--- config.mk ---
export PLATFORM = sky130hd
export DESIGN_NAME = modular_exponentiation_unit
export DESIGN_NICKNAME = d
export VERILOG_FILES = /design/src/rtl/mexp_pkg.sv /design/src/rtl/mexp_mulmod.sv /design/src/rtl/modular_exponentiation_unit.sv
export VERILOG_INCLUDE_DIRS = /design/src /design/src/rtl
export SDC_FILE = /design/constraint.sdc
export NUM_CORES = 1
export LEC_CHECK = 0
export BUFFER_PORTS_ARGS = -buffer_cell sky130_fd_sc_hd__buf_4
export CAP_MARGIN = 20
export CORE_MARGIN = 4
export CORE_UTILIZATION = 57
export DETAILED_ROUTE_END_ITERATION = 8
export PLACE_DENSITY = 0.76
export SKIP_CTS_REPAIR_TIMING = 1
export SLEW_MARGIN = 20
export SYNTH_ARGS = -nofsm -noshare
export SYNTH_HDL_FRONTEND = slang
export SYNTH_SLANG_ARGS = --single-unit
--- constraint.sdc ---
create_clock -name clk -period 6 [get_ports clk]
set_input_delay 0.9 -clock clk [delete_from_list [all_inputs] [get_ports clk]]
set_output_delay 0.9 -clock clk [all_outputs]
set_load 0.02 [all_outputs]
--- src/rtl/modular_exponentiation_unit_assert.svh ---
// ---------------------------------------------------------------------------
// Assertion macros for the modular exponentiation unit
// Clocked on clk, disabled while arst_n is low.
// ---------------------------------------------------------------------------
`ifndef MODULAR_EXPONENTIATION_UNIT_ASSERT_SVH
`define MODULAR_EXPONENTIATION_UNIT_ASSERT_SVH

// same-cycle implication
`define MEXP_ASSERT_IMP(label, ante, cons, msg) \
	label: assert property (@(posedge clk) disable iff (!arst_n) (ante) |-> (cons)) \
		else $error(msg);

// next-cycle implication
`define MEXP_ASSERT_NXT(label, ante, cons, msg) \
	label: assert property (@(posedge clk) disable iff (!arst_n) (ante) |=> (cons)) \
		else $error(msg);

`endif

--- src/rtl/mexp_pkg.sv ---
// ---------------------------------------------------------------------------
// mexp_pkg
// Shared constants, control word layout and microcode ROM of the
// modular exponentiation unit.
// ---------------------------------------------------------------------------
`timescale 1ns / 1ps

package mexp_pkg;

	localparam int DEF_WIDTH = 32;
	localparam int FIELD_W   = 32;
	localparam int STEP_W    = 3;

	// microcode step addresses
	localparam logic [STEP_W-1:0] STEP_IDLE = 3'd0;
	localparam logic [STEP_W-1:0] STEP_CHK  = 3'd1;
	localparam logic [STEP_W-1:0] STEP_RED  = 3'd2;
	localparam logic [STEP_W-1:0] STEP_SQR  = 3'd3;
	localparam logic [STEP_W-1:0] STEP_TST  = 3'd4;
	localparam logic [STEP_W-1:0] STEP_MUL  = 3'd5;
	localparam logic [STEP_W-1:0] STEP_NXT  = 3'd6;
	localparam logic [STEP_W-1:0] STEP_OUT  = 3'd7;

	// jump conditions
	typedef enum logic [2:0] {
		COND_NONE,       // fall through
		COND_ALWAYS,     // unconditional jump
		COND_NOT_START,  // jump unless a transaction is accepted
		COND_MOD_LE1,    // jump if modulus is 0 or 1
		COND_BIT_CLR,    // jump if current exponent bit is clear
		COND_CNT_NZ      // jump if bits remain (and advance the bit)
	} cond_t;

	// one control word per step
	typedef struct packed {
		logic              mul;      // run the modular multiplier
		logic              a_acc;    // multiplicand: 0 = one, 1 = accumulator
		logic              b_acc;    // multiplier: 0 = base, 1 = accumulator
		logic              dst_acc;  // product goes to: 0 = base, 1 = accumulator
		logic              init;     // load accumulator and bit counter
		logic              emit;     // present result
		cond_t             cond;
		logic [STEP_W-1:0] target;
	} cword_t;

	// microcode ROM
	function automatic cword_t rom_word(input logic [STEP_W-1:0] step);
		cword_t w;
		w = '{mul: 1'b0, a_acc: 1'b0, b_acc: 1'b0, dst_acc: 1'b0, init: 1'b0,
			emit: 1'b0, cond: COND_NONE, target: STEP_IDLE};
		unique case (step)
			STEP_IDLE: begin
				w.cond   = COND_NOT_START;
				w.target = STEP_IDLE;
			end
			STEP_CHK: begin
				w.init   = 1'b1;
				w.cond   = COND_MOD_LE1;
				w.target = STEP_OUT;
			end
			// base := 1 * base mod n
			STEP_RED: begin
				w.mul = 1'b1;
			end
			STEP_SQR: begin
				w.mul     = 1'b1;
				w.a_acc   = 1'b1;
				w.b_acc   = 1'b1;
				w.dst_acc = 1'b1;
			end
			STEP_TST: begin
				w.cond   = COND_BIT_CLR;
				w.target = STEP_NXT;
			end
			STEP_MUL: begin
				w.mul     = 1'b1;
				w.a_acc   = 1'b1;
				w.dst_acc = 1'b1;
			end
			STEP_NXT: begin
				w.cond   = COND_CNT_NZ;
				w.target = STEP_SQR;
			end
			STEP_OUT: begin
				w.emit   = 1'b1;
				w.cond   = COND_ALWAYS;
				w.target = STEP_IDLE;
			end
			default: ;
		endcase
		return w;
	endfunction

endpackage

--- src/rtl/mexp_mulmod.sv ---
// ---------------------------------------------------------------------------
// mexp_mulmod
// Iterative modular multiplier: prod = a * b mod m, one multiplier bit per
// cycle, MSB first, by double-and-add with a three-way reduction.
// Requires a < m; b may be any value.
// ---------------------------------------------------------------------------
`timescale 1ns / 1ps

module mexp_mulmod
	import mexp_pkg::*;
#(
	parameter int WIDTH = DEF_WIDTH
) (
	input  logic             clk,
	input  logic             arst_n,
	input  logic             start,
	input  logic [WIDTH-1:0] a,
	input  logic [WIDTH-1:0] b,
	input  logic [WIDTH-1:0] m,
	output logic             done,
	output logic [WIDTH-1:0] prod
);

	localparam int CW = $clog2(WIDTH);

	logic             busy_q;
	logic             done_q;
	logic [CW-1:0]    cnt_q;
	logic [WIDTH-1:0] acc_q;
	logic [WIDTH-1:0] a_q;
	logic [WIDTH-1:0] b_q;
	logic [WIDTH-1:0] m_q;

	logic [WIDTH+1:0] sum_w;
	logic [WIDTH+1:0] m1_w;
	logic [WIDTH+1:0] m2_w;
	logic [WIDTH+1:0] red_w;

	// 2*acc + bit*a is below 3m: subtract 0, m or 2m
	always_comb begin
		m1_w  = {2'b00, m_q};
		m2_w  = {1'b0, m_q, 1'b0};
		sum_w = {1'b0, acc_q, 1'b0} + (b_q[WIDTH-1] ? {2'b00, a_q} : '0);
		priority if (sum_w >= m2_w) begin
			red_w = sum_w - m2_w;
		end else if (sum_w >= m1_w) begin
			red_w = sum_w - m1_w;
		end else begin
			red_w = sum_w;
		end
	end

	// control
	always_ff @(posedge clk or negedge arst_n) begin
		if (!arst_n) begin
			busy_q <= 1'b0;
			done_q <= 1'b0;
		end else begin
			done_q <= busy_q && (cnt_q == '0);
			if (start) begin
				busy_q <= 1'b1;
			end else if (busy_q && (cnt_q == '0)) begin
				busy_q <= 1'b0;
			end
		end
	end

	// datapath
	always_ff @(posedge clk) begin
		if (start) begin
			acc_q <= '0;
			a_q   <= a;
			b_q   <= b;
			m_q   <= m;
			cnt_q <= CW'(WIDTH - 1);
		end else if (busy_q) begin
			acc_q <= red_w[WIDTH-1:0];
			b_q   <= {b_q[WIDTH-2:0], 1'b0};
			cnt_q <= cnt_q - 1'b1;
		end
	end

	assign done = done_q;
	assign prod = acc_q;

endmodule

--- src/rtl/modular_exponentiation_unit.sv ---
// ---------------------------------------------------------------------------
// modular_exponentiation_unit
// Computes base_value ^ exponent mod modulus by square-and-multiply.
// ---------------------------------------------------------------------------
// A transaction is taken when start is high while busy is low. The result
// appears on power_mod for exactly one cycle with done high; it must be
// captured then, since the receiver cannot stall the unit. busy stays high
// from the cycle after acceptance until the result cycle. The unit works
// on one transaction at a time. Run time is set by the bit-serial modular
// multiplier and grows with the number of set exponent bits. A modulus of
// 0 or 1 returns 0 without running the multiplier. Write the modulus
// (cfg_wr_en, cfg_wr_data) only while idle.
// ---------------------------------------------------------------------------
`timescale 1ns / 1ps

module modular_exponentiation_unit
	import mexp_pkg::*;
#(
	parameter int WIDTH = DEF_WIDTH
) (
	input  logic               clk,
	input  logic               arst_n,
	input  logic               cfg_wr_en,
	input  logic [FIELD_W-1:0] cfg_wr_data,
	input  logic               start,
	input  logic [FIELD_W-1:0] base_value,
	input  logic [FIELD_W-1:0] exponent,
	output logic               busy,
	output logic               done,
	output logic [FIELD_W-1:0] power_mod
);

	`include "modular_exponentiation_unit_assert.svh"

	localparam int CW = $clog2(WIDTH);

	logic [WIDTH-1:0]   modulus_q;
	logic [STEP_W-1:0]  step_q;
	logic [STEP_W-1:0]  step_nxt;
	logic [WIDTH-1:0]   base_q;
	logic [WIDTH-1:0]   exp_q;
	logic [WIDTH-1:0]   acc_q;
	logic [CW-1:0]      cnt_q;
	logic               mul_pend_q;
	logic               done_q;
	logic [FIELD_W-1:0] power_mod_q;

	cword_t             cw;
	logic               accept;
	logic               mod_le1;
	logic               taken;
	logic               mul_start;
	logic               mul_done;
	logic [WIDTH-1:0]   mul_a;
	logic [WIDTH-1:0]   mul_b;
	logic [WIDTH-1:0]   mul_prod;

	assign cw      = rom_word(step_q);
	assign accept  = start && (step_q == STEP_IDLE);
	assign mod_le1 = (modulus_q <= WIDTH'(1));

	// jump condition
	always_comb begin
		unique case (cw.cond)
			COND_NONE:      taken = 1'b0;
			COND_ALWAYS:    taken = 1'b1;
			COND_NOT_START: taken = !start;
			COND_MOD_LE1:   taken = mod_le1;
			COND_BIT_CLR:   taken = !exp_q[WIDTH-1];
			COND_CNT_NZ:    taken = (cnt_q != '0);
			default:        taken = 1'b0;
		endcase
	end

	// sequencer: multiply steps hold until the multiplier finishes
	always_comb begin
		priority if (cw.mul) begin
			step_nxt = mul_done ? step_q + 1'b1 : step_q;
		end else if (taken) begin
			step_nxt = cw.target;
		end else begin
			step_nxt = step_q + 1'b1;
		end
	end

	assign mul_start = cw.mul && !mul_pend_q;
	assign mul_a     = cw.a_acc ? acc_q : WIDTH'(1);
	assign mul_b     = cw.b_acc ? acc_q : base_q;

	// modulus register and control state
	always_ff @(posedge clk or negedge arst_n) begin
		if (!arst_n) begin
			modulus_q  <= WIDTH'(1);
			step_q     <= STEP_IDLE;
			mul_pend_q <= 1'b0;
			done_q     <= 1'b0;
		end else begin
			if (cfg_wr_en) begin
				modulus_q <= WIDTH'(cfg_wr_data);
			end
			step_q <= step_nxt;
			if (mul_start) begin
				mul_pend_q <= 1'b1;
			end else if (mul_done) begin
				mul_pend_q <= 1'b0;
			end
			done_q <= cw.emit;
		end
	end

	// operand and accumulator registers
	always_ff @(posedge clk) begin
		if (accept) begin
			base_q <= WIDTH'(base_value);
			exp_q  <= WIDTH'(exponent);
		end
		if (cw.init) begin
			acc_q <= mod_le1 ? '0 : WIDTH'(1);
			cnt_q <= CW'(WIDTH - 1);
		end
		if (cw.mul && mul_done) begin
			if (cw.dst_acc) begin
				acc_q <= mul_prod;
			end else begin
				base_q <= mul_prod;
			end
		end
		if ((cw.cond == COND_CNT_NZ) && (cnt_q != '0)) begin
			cnt_q <= cnt_q - 1'b1;
			exp_q <= {exp_q[WIDTH-2:0], 1'b0};
		end
		if (cw.emit) begin
			power_mod_q <= FIELD_W'(acc_q);
		end
	end

	mexp_mulmod #(
		.WIDTH(WIDTH)
	) u_mulmod (
		.clk   (clk),
		.arst_n(arst_n),
		.start (mul_start),
		.a     (mul_a),
		.b     (mul_b),
		.m     (modulus_q),
		.done  (mul_done),
		.prod  (mul_prod)
	);

	assign busy      = (step_q != STEP_IDLE);
	assign done      = done_q;
	assign power_mod = power_mod_q;

	// checks
	`MEXP_ASSERT_NXT(a_accept_chk, accept, step_q == STEP_CHK, "accept did not start program")
	`MEXP_ASSERT_IMP(a_mul_done_pend, mul_done, mul_pend_q && cw.mul, "stray multiplier done")
	`MEXP_ASSERT_IMP(a_done_idle, done_q, step_q == STEP_IDLE, "result strobe while running")

endmodule

==> flow_metrics.tcl <==
set metrics [dict create \
    run_status "finished clean" \
    worstReg2RegEnd "u_mulmod.prod[31]" \
    critical_path.reg2reg.startpoint "u_mulmod.b_q[31]" \
    synthMuxAreaShare_pct 5.347 \
    post_route_cells_drive_above_1_share_pct 15.12 \
    dieArea_sq_um 33710 \
    cts.reportedPaths.clkPinSlew_ns 0.06 \
    fill_cells 2471 \
    post_synth_and_or_nand_nor_area_fraction_pct 15.19 \
    clock_sinks 305 \
    postRouteAntennaNets 0 \
    worst_r2r_path_depth 20 \
    num_rows 64 \
    routed_wire_length_per_instance_microns 20.19 \
    netlist_instances 1816 \
    crit_cells 20 \
    synth_top_family_by_area "compound AO/OA/AOI/OAI gates" \
    starting_density_of_the_core_pct 57.60 \
    routabilityCongestion 0.9773 \
    postSynthNetCount 2022 \
    fp.dieH_microns 183.6 \
    antenna_found_initial 0 \
    postSynth.topFlopCell "sky130_fd_sc_hd__edfxtp_1" \
    xor_xnor_portion_of_the_synthesized_cell_area_pct 3.937 \
    crit_path_launch_type "flip-flop" \
    first_pass_iters 5 \
    synth-compound-area-share_pct 19.15 \
    clkLatencyLatePin_ns 0.52 \
    number_of_clock_buffers_inserted_by_tritoncts 34 \
    grt.met2_usage_pct 45.79 \
    area_growth_syn_to_layout_pct 15.15 \
    criticalPathCategory "reg2reg" \
    finalNetCount 2144 \
    grt.overflow.total 0 \
    synth-edff-count 164 \
    critical-path-slowest-cell "sky130_fd_sc_hd__nor4_1" \
    core_utilization_of_the_finished_layout_pct 66.33 \
    count_of_warnings_emitted_by_yosys 0 \
    asyncSetResetFlopFracSynth_pct 12.79 \
    detail_route.iter0.violations 1133 \
    floorplan.core_area_sq_um 30510 \
    rsz0062_at_grt "no" \
    via_count_of_the_first_global_routing_pass 14080 \
    final_period_util_pct 93.79 \
    grt_util_met3_pct 3.918 \
    largest_net_degree_at_the_start_of_global_routing 83 \
    grt_first_pass_wirelength_microns 74960 \
    sum_of_negative_setup_slack_ns 0 \
    buffer_ports.inserted 133 \
    critical_path.endpoint_type "flip-flop" \
    endpoint "u_mulmod.prod[31]" \
    cts_root_buf "sky130_fd_sc_hd__clkbuf_16" \
    hold_class "in2async" \
    cp_max_fo 10 \
    clock_path_buffers 3 \
    routed_wirelength_microns 47650 \
    drv_cap 0 \
    grt_usage_pct 27.62 \
    number_of_design_rule_violations_left_after_detail_routing 0 \
    design.portCount 134 \
    hold_viol 0 \
    final_period_minus_worst_setup_slack_ns 5.627 \
    detail_route.vias_per_cell 6.102 \
    crit_buf_inv 1 \
    dr_total_vias 14400 \
    synth_area_sq_um 17570 \
    clock.fmax_ghz 0.1777 \
    grt.met1_usage_pct 37.19 \
    tritoncts "done" \
    postSynthAreaPerCell_sq_um 9.678 \
    synth-seq-cells 305 \
    tightest_slew_ns 1.092 \
    critPathTopFamily "compound AO/OA/AOI/OAI gates" \
    crit_path_cell_trace "buf_4, and2_1, ha_1, nand4_1, o21ai_1, o21bai_1, a21oi_1, o311ai_0, a21boi_0, o21ai_0, o31a_1, ha_1, nand4_1, nor4_1, nor4_1, nor4_1, o311a_1, o21ai_0, mux2_2, a211oi_2" \
    arrival_ns 6.06 \
    hpwlAfterDp_microns 34880 \
    worst_clock_skew_ns 0.01583 \
    finalSetupViolations 0 \
    h-tree-depth 2 \
    yosys_cell_types 85 \
    synth_adder_area_share_pct 7.675 \
    die_width_microns 183.6 \
    n_antenna_cell 0 \
    globalRoute.busiestLayer "met2" \
    critPathRequiredTime_ns 6.44 \
    max_transition_viols_final 0 \
    reg2reg_slack_ns 0.37 \
    cpPeakStageDelay_ns 0.62 \
    critPathLaunch "u_mulmod.b_q[31]" \
    yosysSeqAreaShare_pct 45.20 \
    timing.max_slew.rel_slack_pct 27.17 \
    worst_path_most_repeated_cell "sky130_fd_sc_hd__nor4_1" \
]
cells by family (layout without fill, tap and decap cells):
kind of cell               count (synthesis)  in the layout
muxes                                     89             89
adders and majority gates                106            106
AOI/OAI and AO/OA                        518            518
buffers and inverters                    153            301
xor gates and xnor gates                  79             79
DFF                                      305            305
and+or+nand+nor                          566            566
stage by stage:
step	area [sq um]	hold WS, ns	std cells	worst slack [ns]
floorplan	17570	0.4279	1816	1.070
global placement	19000	0.4462	2293	0.1652
detailed placement	19000	0.4507	2293	0.1162
CTS	20160	0.3819	2355	0.04270
global route	20240	0.4123	2360	0.01455
finish	20240	0.3677	2360	0.3726
cells in the final DEF, fill, tap and decap left out, types with 49 or more instances in the layout:
cell,instances
sky130_fd_sc_hd__edfxtp_1,164
sky130_fd_sc_hd__nand2_1,235
sky130_fd_sc_hd__ha_1,101
sky130_fd_sc_hd__buf_4,170
sky130_fd_sc_hd__mux2i_1,49
sky130_fd_sc_hd__o21ai_0,138
sky130_fd_sc_hd__inv_1,63
sky130_fd_sc_hd__dfxtp_1,102
sky130_fd_sc_hd__nor2_1,99
sky130_fd_sc_hd__a21oi_1,104
cell type report:
cell class              count  area, sq um  area share (%)
repair buffers            172         1308           6.461
multi-input cells        1358         9086           44.90
flip-flops and latches    305         7944           39.25
inverters                  67        251.5           1.243
clock buffers              46        927.1           4.581
well taps                 396        495.5           2.448
clock inverters            16        225.2           1.113
Yosys cell counts (12+ instances only):
master                     count  area (sq um)
sky130_fd_sc_hd__dfrtp_1      38         950.9
sky130_fd_sc_hd__and2_1       41         256.5
sky130_fd_sc_hd__xor2_1       33         289.0
sky130_fd_sc_hd__nand3_1      28         140.1
sky130_fd_sc_hd__clkbuf_1     56         210.2
sky130_fd_sc_hd__a21o_1       40         300.3
sky130_fd_sc_hd__nor2_1       99         371.6
sky130_fd_sc_hd__mux2_2       38         427.9
sky130_fd_sc_hd__edfxtp_1    164          4925
sky130_fd_sc_hd__nor2b_1      41         256.5
sky130_fd_sc_hd__dfxtp_1     102          2042
sky130_fd_sc_hd__xnor2_1      46         402.9
sky130_fd_sc_hd__a22o_1       33         289.0
sky130_fd_sc_hd__nor3_1       32         160.2
sky130_fd_sc_hd__o21a_1       20         150.1
sky130_fd_sc_hd__ha_1        103          1289
sky130_fd_sc_hd__o21ai_0     141         705.7
sky130_fd_sc_hd__buf_1        12         45.04
sky130_fd_sc_hd__mux2i_1      50         500.5
sky130_fd_sc_hd__a211oi_1     26         195.2
sky130_fd_sc_hd__nand4_1      13         81.33
sky130_fd_sc_hd__buf_2        14         70.07
sky130_fd_sc_hd__a21oi_1     105         525.5
sky130_fd_sc_hd__nand2_1     236         885.9
sky130_fd_sc_hd__nor4_1       17         106.4
sky130_fd_sc_hd__inv_1        65         244.0
sky130_fd_sc_hd__and3_1       16         100.1
sky130_fd_sc_hd__a31oi_1      44         275.3
how the worst min path moves through the flow:
stage | start | end | slack [ns]
2_1_floorplan | u_mulmod.cnt_q[4] | u_mulmod.done | 0.43
3_5_place_dp | exp_q[0] | exp_q[0] | 0.45
3_3_place_gp | exp_q[0] | exp_q[0] | 0.45
6_report | arst_n | done | 0.37
4_1_cts | arst_n | done | 0.38
5_1_grt | arst_n | done | 0.41
per-layer routing:
| layer | vias to the layer above | share of wire (%) |
|---|---|---|
| met5 | - | 0 |
| met4 | 0 | 3.9 |
| met3 | 125 | 5.5 |
| met2 | 439 | 48 |
| met1 | 6931 | 43 |
| li1 | 6905 | - |
registers in the layout, indices dropped and copies added (netlist names):
register / cells
power_mod: 32
u_mulmod.m_q: 32
step_q: 3
u_mulmod.busy_q: 1
base_q: 32
exp_q: 32
u_mulmod.done: 1
u_mulmod.cnt_q: 5
mul_pend_q: 1
modulus_q: 32
u_mulmod.prod: 32
cnt_q: 5
u_mulmod.a_q: 32
acc_q: 32
done: 1
u_mulmod.b_q: 32
Power is not shown: default switching activity piles up to over one toggle a cycle in this logic, so the estimate is an artifact.
